**src/hw/rtl/grwi_pkg.sv**
```systemverilog
// ----------------------------------------------------------------------------
// grwi_pkg
// Shared types, constants and the tangent / cotangent table builder for the
// grid ray wall intersection block.
// ----------------------------------------------------------------------------
package grwi_pkg;

   localparam int ANGLE_STEPS = 1024;
   localparam int ANGLE_W     = 10;
   localparam int POS_W       = 17;
   localparam int COORD_W     = 24;
   localparam int TRIG_W      = 32;
   localparam int SUM_W       = 34;
   localparam int TILE_SHIFT  = 14;
   localparam int MAP_W       = 64;

   localparam longint PI_Q30     = 64'sd3373259426;
   localparam longint ONE_Q30    = 64'sd1073741824;
   localparam longint TRIG_LIMIT = 64'sd2147483647;

   localparam logic signed [SUM_W-1:0] COORD_MAX = 34'sd8388607;
   localparam logic signed [SUM_W-1:0] COORD_MIN = -34'sd8388608;

   // one pass of the march: point, step, status
   typedef struct packed {
      logic signed [COORD_W-1:0] x;
      logic signed [COORD_W-1:0] y;
      logic signed [TRIG_W-1:0]  dx;
      logic signed [TRIG_W-1:0]  dy;
      logic                      hit;
      logic                      done;
   } pass_type;

   // tan in the upper half, cot in the lower half, both Q16
   typedef logic [2*TRIG_W-1:0] trig_table_type [ANGLE_STEPS];

   function automatic logic signed [COORD_W-1:0] clamp_coord(
      input logic signed [SUM_W-1:0] v);
      logic signed [COORD_W-1:0] r;
      if (v > COORD_MAX) begin
         r = COORD_MAX[COORD_W-1:0];
      end else if (v < COORD_MIN) begin
         r = COORD_MIN[COORD_W-1:0];
      end else begin
         r = v[COORD_W-1:0];
      end
      return r;
   endfunction

   // signed quotient truncated toward zero, shift and subtract on magnitudes
   function automatic longint div_trunc(input longint num, input longint den);
      logic [63:0] n_mag;
      logic [63:0] d_mag;
      logic [63:0] q;
      logic [63:0] rem;
      logic        neg;
      neg   = (num < 0) != (den < 0);
      n_mag = (num < 0) ? -num : num;
      d_mag = (den < 0) ? -den : den;
      q     = '0;
      rem   = '0;
      for (int i = 63; i >= 0; i--) begin
         rem = {rem[62:0], n_mag[i]};
         if (rem >= d_mag) begin
            rem  = rem - d_mag;
            q[i] = 1'b1;
         end
      end
      return neg ? -longint'(q) : longint'(q);
   endfunction

   function automatic longint ratio_q16(input longint num, input longint den);
      longint r;
      if (den == 0) begin
         r = (num < 0) ? -TRIG_LIMIT : TRIG_LIMIT;
      end else begin
         r = div_trunc(num * 65536, den);
         if (r > TRIG_LIMIT) r = TRIG_LIMIT;
         if (r < -TRIG_LIMIT) r = -TRIG_LIMIT;
      end
      return r;
   endfunction

   function automatic logic [2*TRIG_W-1:0] trig_entry(input longint k);
      longint x;
      longint s;
      longint c;
      longint ts;
      longint tc;
      longint t;
      longint cot;
      logic   neg_cos;
      x = (2 * PI_Q30 * k) / ANGLE_STEPS;
      neg_cos = 1'b0;
      if (x > PI_Q30) x = x - 2 * PI_Q30;
      if (x > PI_Q30 / 2) begin
         x = PI_Q30 - x;
         neg_cos = 1'b1;
      end else if (x < -(PI_Q30 / 2)) begin
         x = -PI_Q30 - x;
         neg_cos = 1'b1;
      end
      s  = x;
      ts = x;
      c  = ONE_Q30;
      tc = ONE_Q30;
      for (int n = 1; n <= 10; n++) begin
         ts = div_trunc(-((ts * x) / ONE_Q30), longint'((2 * n) * (2 * n + 1)));
         tc = div_trunc(-((tc * x) / ONE_Q30), longint'((2 * n - 1) * (2 * n)));
         s  = s + ts;
         c  = c + tc;
      end
      if (neg_cos) c = -c;
      t   = ratio_q16(s, c);
      cot = ratio_q16(c, s);
      return {t[TRIG_W-1:0], cot[TRIG_W-1:0]};
   endfunction

   function automatic trig_table_type build_trig_table();
      trig_table_type tbl;
      for (int k = 0; k < ANGLE_STEPS; k++) begin
         tbl[k] = trig_entry(longint'(k));
      end
      return tbl;
   endfunction

endpackage

```
**src/hw/rtl/grwi_cell.sv**
```systemverilog
// ----------------------------------------------------------------------------
// grwi_cell
// One line crossing of both passes: tile test against the wall map, then
// either stop on the wall or advance by one step; a finished pass goes through unchanged.
// ----------------------------------------------------------------------------
module grwi_cell #(
   parameter int GRID_SIZE = 8
) (
   input  logic                          clock,
   input  logic                          reset,
   input  logic [grwi_pkg::MAP_W-1:0]    wall_map,
   input  logic                          valid_in,
   input  grwi_pkg::pass_type            horiz_in,
   input  grwi_pkg::pass_type            vert_in,
   output logic                          valid_out,
   output grwi_pkg::pass_type            horiz_out,
   output grwi_pkg::pass_type            vert_out
);
   import grwi_pkg::*;

   localparam int TILE_W = COORD_W - TILE_SHIFT;

   logic     valid_ff;
   pass_type horiz_ff, horiz_in_next;
   pass_type vert_ff, vert_in_next;

   function automatic pass_type step_pass(input pass_type p, input logic [MAP_W-1:0] map);
      logic signed [TILE_W-1:0] tx;
      logic signed [TILE_W-1:0] ty;
      logic [TILE_W-1:0]        lin;
      logic                     wall;
      pass_type                 r;
      tx   = p.x[COORD_W-1:TILE_SHIFT];
      ty   = p.y[COORD_W-1:TILE_SHIFT];
      lin  = TILE_W'(TILE_W'(ty) * TILE_W'(GRID_SIZE)) + TILE_W'(tx);
      wall = !tx[TILE_W-1] && (tx < GRID_SIZE) && !ty[TILE_W-1] && (ty < GRID_SIZE)
             && map[lin[5:0]];
      r = p;
      if (!p.done) begin
         if (wall) begin
            r.hit  = 1'b1;
            r.done = 1'b1;
         end else begin
            r.x = clamp_coord(SUM_W'(p.x) + SUM_W'(p.dx));
            r.y = clamp_coord(SUM_W'(p.y) + SUM_W'(p.dy));
         end
      end
      return r;
   endfunction

   always_comb begin
      horiz_in_next = step_pass(horiz_in, wall_map);
      vert_in_next  = step_pass(vert_in, wall_map);
   end

   always_ff @(posedge clock) begin
      if (reset) begin
         valid_ff <= 1'b0;
      end else begin
         valid_ff <= valid_in;
      end
      horiz_ff <= horiz_in_next;
      vert_ff  <= vert_in_next;
   end

   assign valid_out = valid_ff;
   assign horiz_out = horiz_ff;
   assign vert_out  = vert_ff;

endmodule

```
**config.mk**
```make
export PLATFORM = sky130hd
export DESIGN_NAME = grwi_cell
export DESIGN_NICKNAME = d
export VERILOG_FILES = /design/src/hw/rtl/grwi_pkg.sv /design/src/hw/rtl/grwi_cell.sv
export SDC_FILE = /design/constraint.sdc
export NUM_CORES = 1
export LEC_CHECK = 0
export ABC_CLOCK_PERIOD_IN_PS = 8800
export BUFFER_PORTS_ARGS = -buffer_cell sky130_fd_sc_hd__buf_4
export CORE_AREA = 2 2 201 203
export CTS_CLUSTER_DIAMETER = 200
export CTS_CLUSTER_SIZE = 30
export DETAILED_ROUTE_END_ITERATION = 16
export DIE_AREA = 0 0 203 205
export GPL_ROUTABILITY_DRIVEN = 0
export MAX_ROUTING_LAYER = met4
export REMOVE_ABC_BUFFERS = 1
export SLEW_MARGIN = 20
export SYNTH_ARGS = -nofsm -noshare
export SYNTH_HDL_FRONTEND = slang
export SYNTH_SLANG_ARGS = --single-unit
```
**constraint.sdc**
```tcl
create_clock -name clock -period 8.8 [get_ports clock]
set_input_delay 1.32 -clock clock [delete_from_list [all_inputs] [get_ports clock]]
set_output_delay 1.32 -clock clock [all_outputs]
set_load 0.005 [all_outputs]
```
# Word-level counts from Yosys, hierarchy flattened
# Index checks and enable logic that the tools add are counted.
[totals] wordCells=65 register_bits=229 out_inout_bits=229 inputBits=295
[classes] add_sub_neg=6 order_cmp=14 n_reduce_logical=12 n_mux=20
[op_table] op="two-way mux 24 bit" n=8
[op_table] op="two-way mux 48 bit" n=4
[op_table] op="adder 24 x 32 -> 33 bit" n=4
[op_table] op="greater-than comparator 33 x 24 -> 1 bit (second input constant)" n=4
[op_table] op="< comparator 33 x 24 -> 1 bit (second input constant)" n=4
[op_table] op="< comparator 10 x 5 -> 1 bit (second input constant)" n=4
[op_table] op="< comparator 6 x 7 -> 1 bit (second input constant)" n=2
[op_table] op="adder 6 bit" n=2
[op_table] op="binary-select mux 1 bit (select 6 bit)" n=2
[op_table] op="logical AND 1 bit" n=8
[op_table] op="two-way mux 2 bit" n=4
[op_table] op="logical NOT 1 bit" n=4
[op_table] op="two-way mux 1 bit" n=2

# Depth between registers and ports, before layout
[logic_depth] ltp_word=7 mapped_depth=14 ltp_nobuf=13

# Worst setup path before layout
# OpenSTA, ideal clock, no wires.
[synth_path] path_type="input -> register" startpoint="input vert_in[57] (netlist name)" endpoint="register vert_ff (netlist bit vert_out[103])" path_slack_ns=4.311 required_ns=8.678 setup_ns=0.122 n_path_buf=2 arrival_time_ns=4.367 stages=13 cell_sequence="ha_1 buf_6 a21oi_4 o21ai_2 a221o_1 a2111oi_2 a31oi_1 xor2_1 a211oi_2 or4b_1 o41a_4 buf_6 a221o_1"
[synth_lines] element="from (decl)" line="grwi_cell.sv:14" text="input grwi_pkg::pass_type vert_in,"
[synth_lines] element="to (signal assigned)" line="grwi_cell.sv:63" text="vert_ff <= vert_in_next;"
[synth_lines] element="to (decl)" line="grwi_cell.sv:25" text="pass_type vert_ff, vert_in_next;"

==> impl_metrics.tcl <==
set metrics [dict create \
    slew_viol_final 0 \
    rows 73 \
    synth_ff_type "dfxtp_1" \
    dpl.hpwl_mm 46.7 \
    cts-root-buf "clkbuf_16" \
    final-setup-viol-count 0 \
    hold_class "primary input to flop" \
    vdd_drop_max_uv 170 \
    io_buffers 523 \
    min_from "horiz_in[9]" \
    ys_warn_count 0 \
    p_int_w 0.00197 \
    start_util_pct 38.2 \
    syn_avg_cell_area_um2 8.85 \
    grt_usage_pct 27.1 \
    cp_slowest_cell "a221oi_1" \
    die_x_um 203 \
    critPathRequiredTime_ps 9200 \
    power.share.clock_pct 19.4 \
    p_switching_w 0.00105 \
    tns_ps 0 \
    place_inst 2683 \
    synth_cell_type_count 84 \
    grt_pass1_vias 14900 \
    crit_path_end_kind "flop" \
    p_per_area_nw_per_um2 153 \
    async_flop_share_pct 0 \
    area_delta_synth_final_pct 31.1 \
    path_max_fanout 23 \
    dpl_cell_area_um2 19400 \
    grt-ovfl-total 0 \
    hold_viol 0 \
    first_iter_violations 1018 \
    worstSetupStartpointType "primary input" \
    outcome "finished, final reports clean" \
    hold_depth 1 \
    drcViolationCount 0 \
    max_cap_violations 0 \
    final_core_util_pct 50.1 \
    io_pins 524 \
    post_cts.repair.setup_buffers 0 \
    hold_end "horiz_out[9]$_DFF_P_" \
    fmax_ghz 0.198 \
    antenna_found_initial 6 \
    stdcell_area_um2 19700 \
    cts.sinks 229 \
    period_minus_slack_ps 5050 \
    final_nets 2602 \
    ant_nets 0 \
    rsz0062_at_grt "no" \
    die_y_um 205 \
    slowest_delay_ps 840 \
    cp_top_family "compound AO/OA/AOI/OAI gates" \
    synth_edf_count 0 \
    syn_inst 1699 \
    fin_cells 2700 \
    critPathMostFrequentCell "nor4_1" \
    worst_pin_slew_ps 991 \
    viasPerCell 5.61 \
    layout_worst_path_cycle_share_pct 57.4 \
    crit_chain "buf_4 > ha_1 > inv_1 > fa_1 > nor2b_1 > o31ai_1 > a21o_1 > nand3_1 > a221oi_1 > nor4_1 > nor4_1 > or3_1 > o21ai_0 > o2111ai_1" \
    path_clk_slew_ps 120 \
    swShare_pct 34.7 \
    cts.repair.resized 0 \
    drive_above_1_share_pct 28.2 \
    netlist_area_um2 15000 \
    relSlewSlack_pct 33.9 \
    grt_pass1_wl_mm 86.2 \
    synth_seq_cells 229 \
    hold_buffers 0 \
    die_area_um2 41600 \
    coreArea_um2 39400 \
    critPathArrivalTime_ps 5460 \
    wirelength_mm 57.3 \
    grt_max_degree 69 \
    wl_per_cell_um 21.2 \
    clock_path_buffers 3 \
    fillers 3769 \
    numCtsBuffers 11 \
    synth-seq-area-share_pct 30.5 \
    p_comb_share_pct 41.0 \
    critPathKind "primary input to flop" \
    power_w 0.00301 \
    power_leakage_nw 8.87 \
    htree_levels 1 \
    path_buf_inv 2 \
    power_frac_seq_pct 39.6 \
    vias 15200 \
    cts_tree "yes" \
    drtPass1Iterations 5 \
]
Yosys cell counts, types with 14 or more instances:
library cell  count  share of area, %
a21o_1           48               2.4
ha_1            130                11
xor2_1           44               2.6
inv_1            48               1.2
a21oi_1         146               4.9
a31oi_1          16              0.67
nand2_1         134               3.3
nor2b_1          55               2.3
o21a_1           20               1.0
nor2_1           82               2.0
a211oi_1         18              0.90
buf_2            15              0.50
mux2i_1          26               1.7
nor3_1           25              0.83
o21ai_0          81               2.7
dfxtp_1         229                30
xnor2_1          63               3.7
a221o_1          27               1.8
nand2b_1         37               1.5
o211ai_1         19              0.95
mux4_2           28               4.2
nand3_1          36               1.2
o2111ai_1        37               2.2
clkbuf_1         49               1.2
nand4_1          45               1.9
o22ai_1          25               1.0
and3_1           14              0.58
logic make-up (layout without fill, tap and decap cells):
logic type / Yosys count / after routing / share of synthesized area [%]
DFF: 229 / 229 / 30.5
xor gates and xnor gates: 107 / 107 / 6.23
buffers and inverters: 126 / 597 / 3.64
adders and majority gates: 136 / 136 / 11.6
muxes: 54 / 54 / 5.92
other: 0 / 5 / 0
AOI/OAI and AO/OA: 550 / 550 / 25.2
and+or+nand+nor: 497 / 497 / 16.9
power groups by stage:
stage	Sequential [W]	Clock [W]	Combinational, W
after CTS	0.00119	0.000607	0.00123
after global placement	0.00122	0	0.00121
final	0.00119	0.000584	0.00124
after floorplan	0.00123	0	0.000665
after detailed placement	0.00121	0	0.00122
after global routing	0.00120	0.000636	0.00135
layout by cell type (no fill, tap or decap), types with 10 or more instances in the layout:
| master | n |
|---|---|
| dfxtp_1 | 229 |
| o21bai_1 | 13 |
| and2_1 | 13 |
| a21oi_1 | 146 |
| clkbuf_16 | 11 |
| inv_1 | 48 |
| a221o_1 | 27 |
| nand4_1 | 45 |
| nor3_1 | 24 |
| a21o_1 | 48 |
| nor2_1 | 82 |
| mux2i_1 | 26 |
| a31oi_1 | 16 |
| nor2b_1 | 55 |
| o21a_1 | 20 |
| or2_2 | 10 |
| nand2b_1 | 37 |
| ha_1 | 130 |
| o31ai_1 | 12 |
| xnor2_1 | 62 |
| and3_1 | 14 |
| buf_4 | 537 |
| a211oi_1 | 17 |
| o22ai_1 | 25 |
| nand2_1 | 134 |
| xor2_1 | 44 |
| o211ai_1 | 19 |
| nor4_1 | 13 |
| nand3_1 | 36 |
| mux4_2 | 28 |
| o21ai_0 | 81 |
| o2111ai_1 | 37 |
worst max-delay path by stage:
stage,startpoint,to,cells after the start
global placement,vert_in[2],vert_out[74]$_DFF_P_,14
floorplan,vert_in[9],vert_out[66]$_DFF_P_,11
finish,vert_in[2],vert_out[74]$_DFF_P_,14
CTS,horiz_in[104],horiz_out[96]$_DFF_P_,13
global route,vert_in[2],vert_out[72]$_DFF_P_,14
detailed placement,horiz_in[104],horiz_out[96]$_DFF_P_,13
layout make-up:
type	count	area (um2)	area share (%)
Multi-Input combinational cell	1344	9950	50.5
Sequential cell	229	4580	23.3
Timing Repair Buffer	537	4030	20.5
Tap cell	525	657	3.33
Clock buffer	11	275	1.40
Inverter	48	180	0.914
Clock inverter	1	16.3	0.0825
Antenna cell	5	12.5	0.0635
per-stage QoR:
step / setup slack, ps / hold WS, ps
final: 3750 / 918
after global routing: 3510 / 898
after CTS: 3840 / 896
after detailed placement: 3320 / 1440
after global placement: 3390 / 1440
after floorplan: 3440 / 1350
state kept, by name (all words and copies together) (netlist names):
| register | cells |
|---|---|
| horiz_out | 114 |
| valid_out | 1 |
| vert_out | 114 |
routing by layer:
layer	GRT usage [%]	wire length, um
met5	-	0
met2	46.2	27800
met1	33.8	24600
met3	4.98	3980
met4	4.80	875
Note: power is estimated with default switching activity, not from simulation.
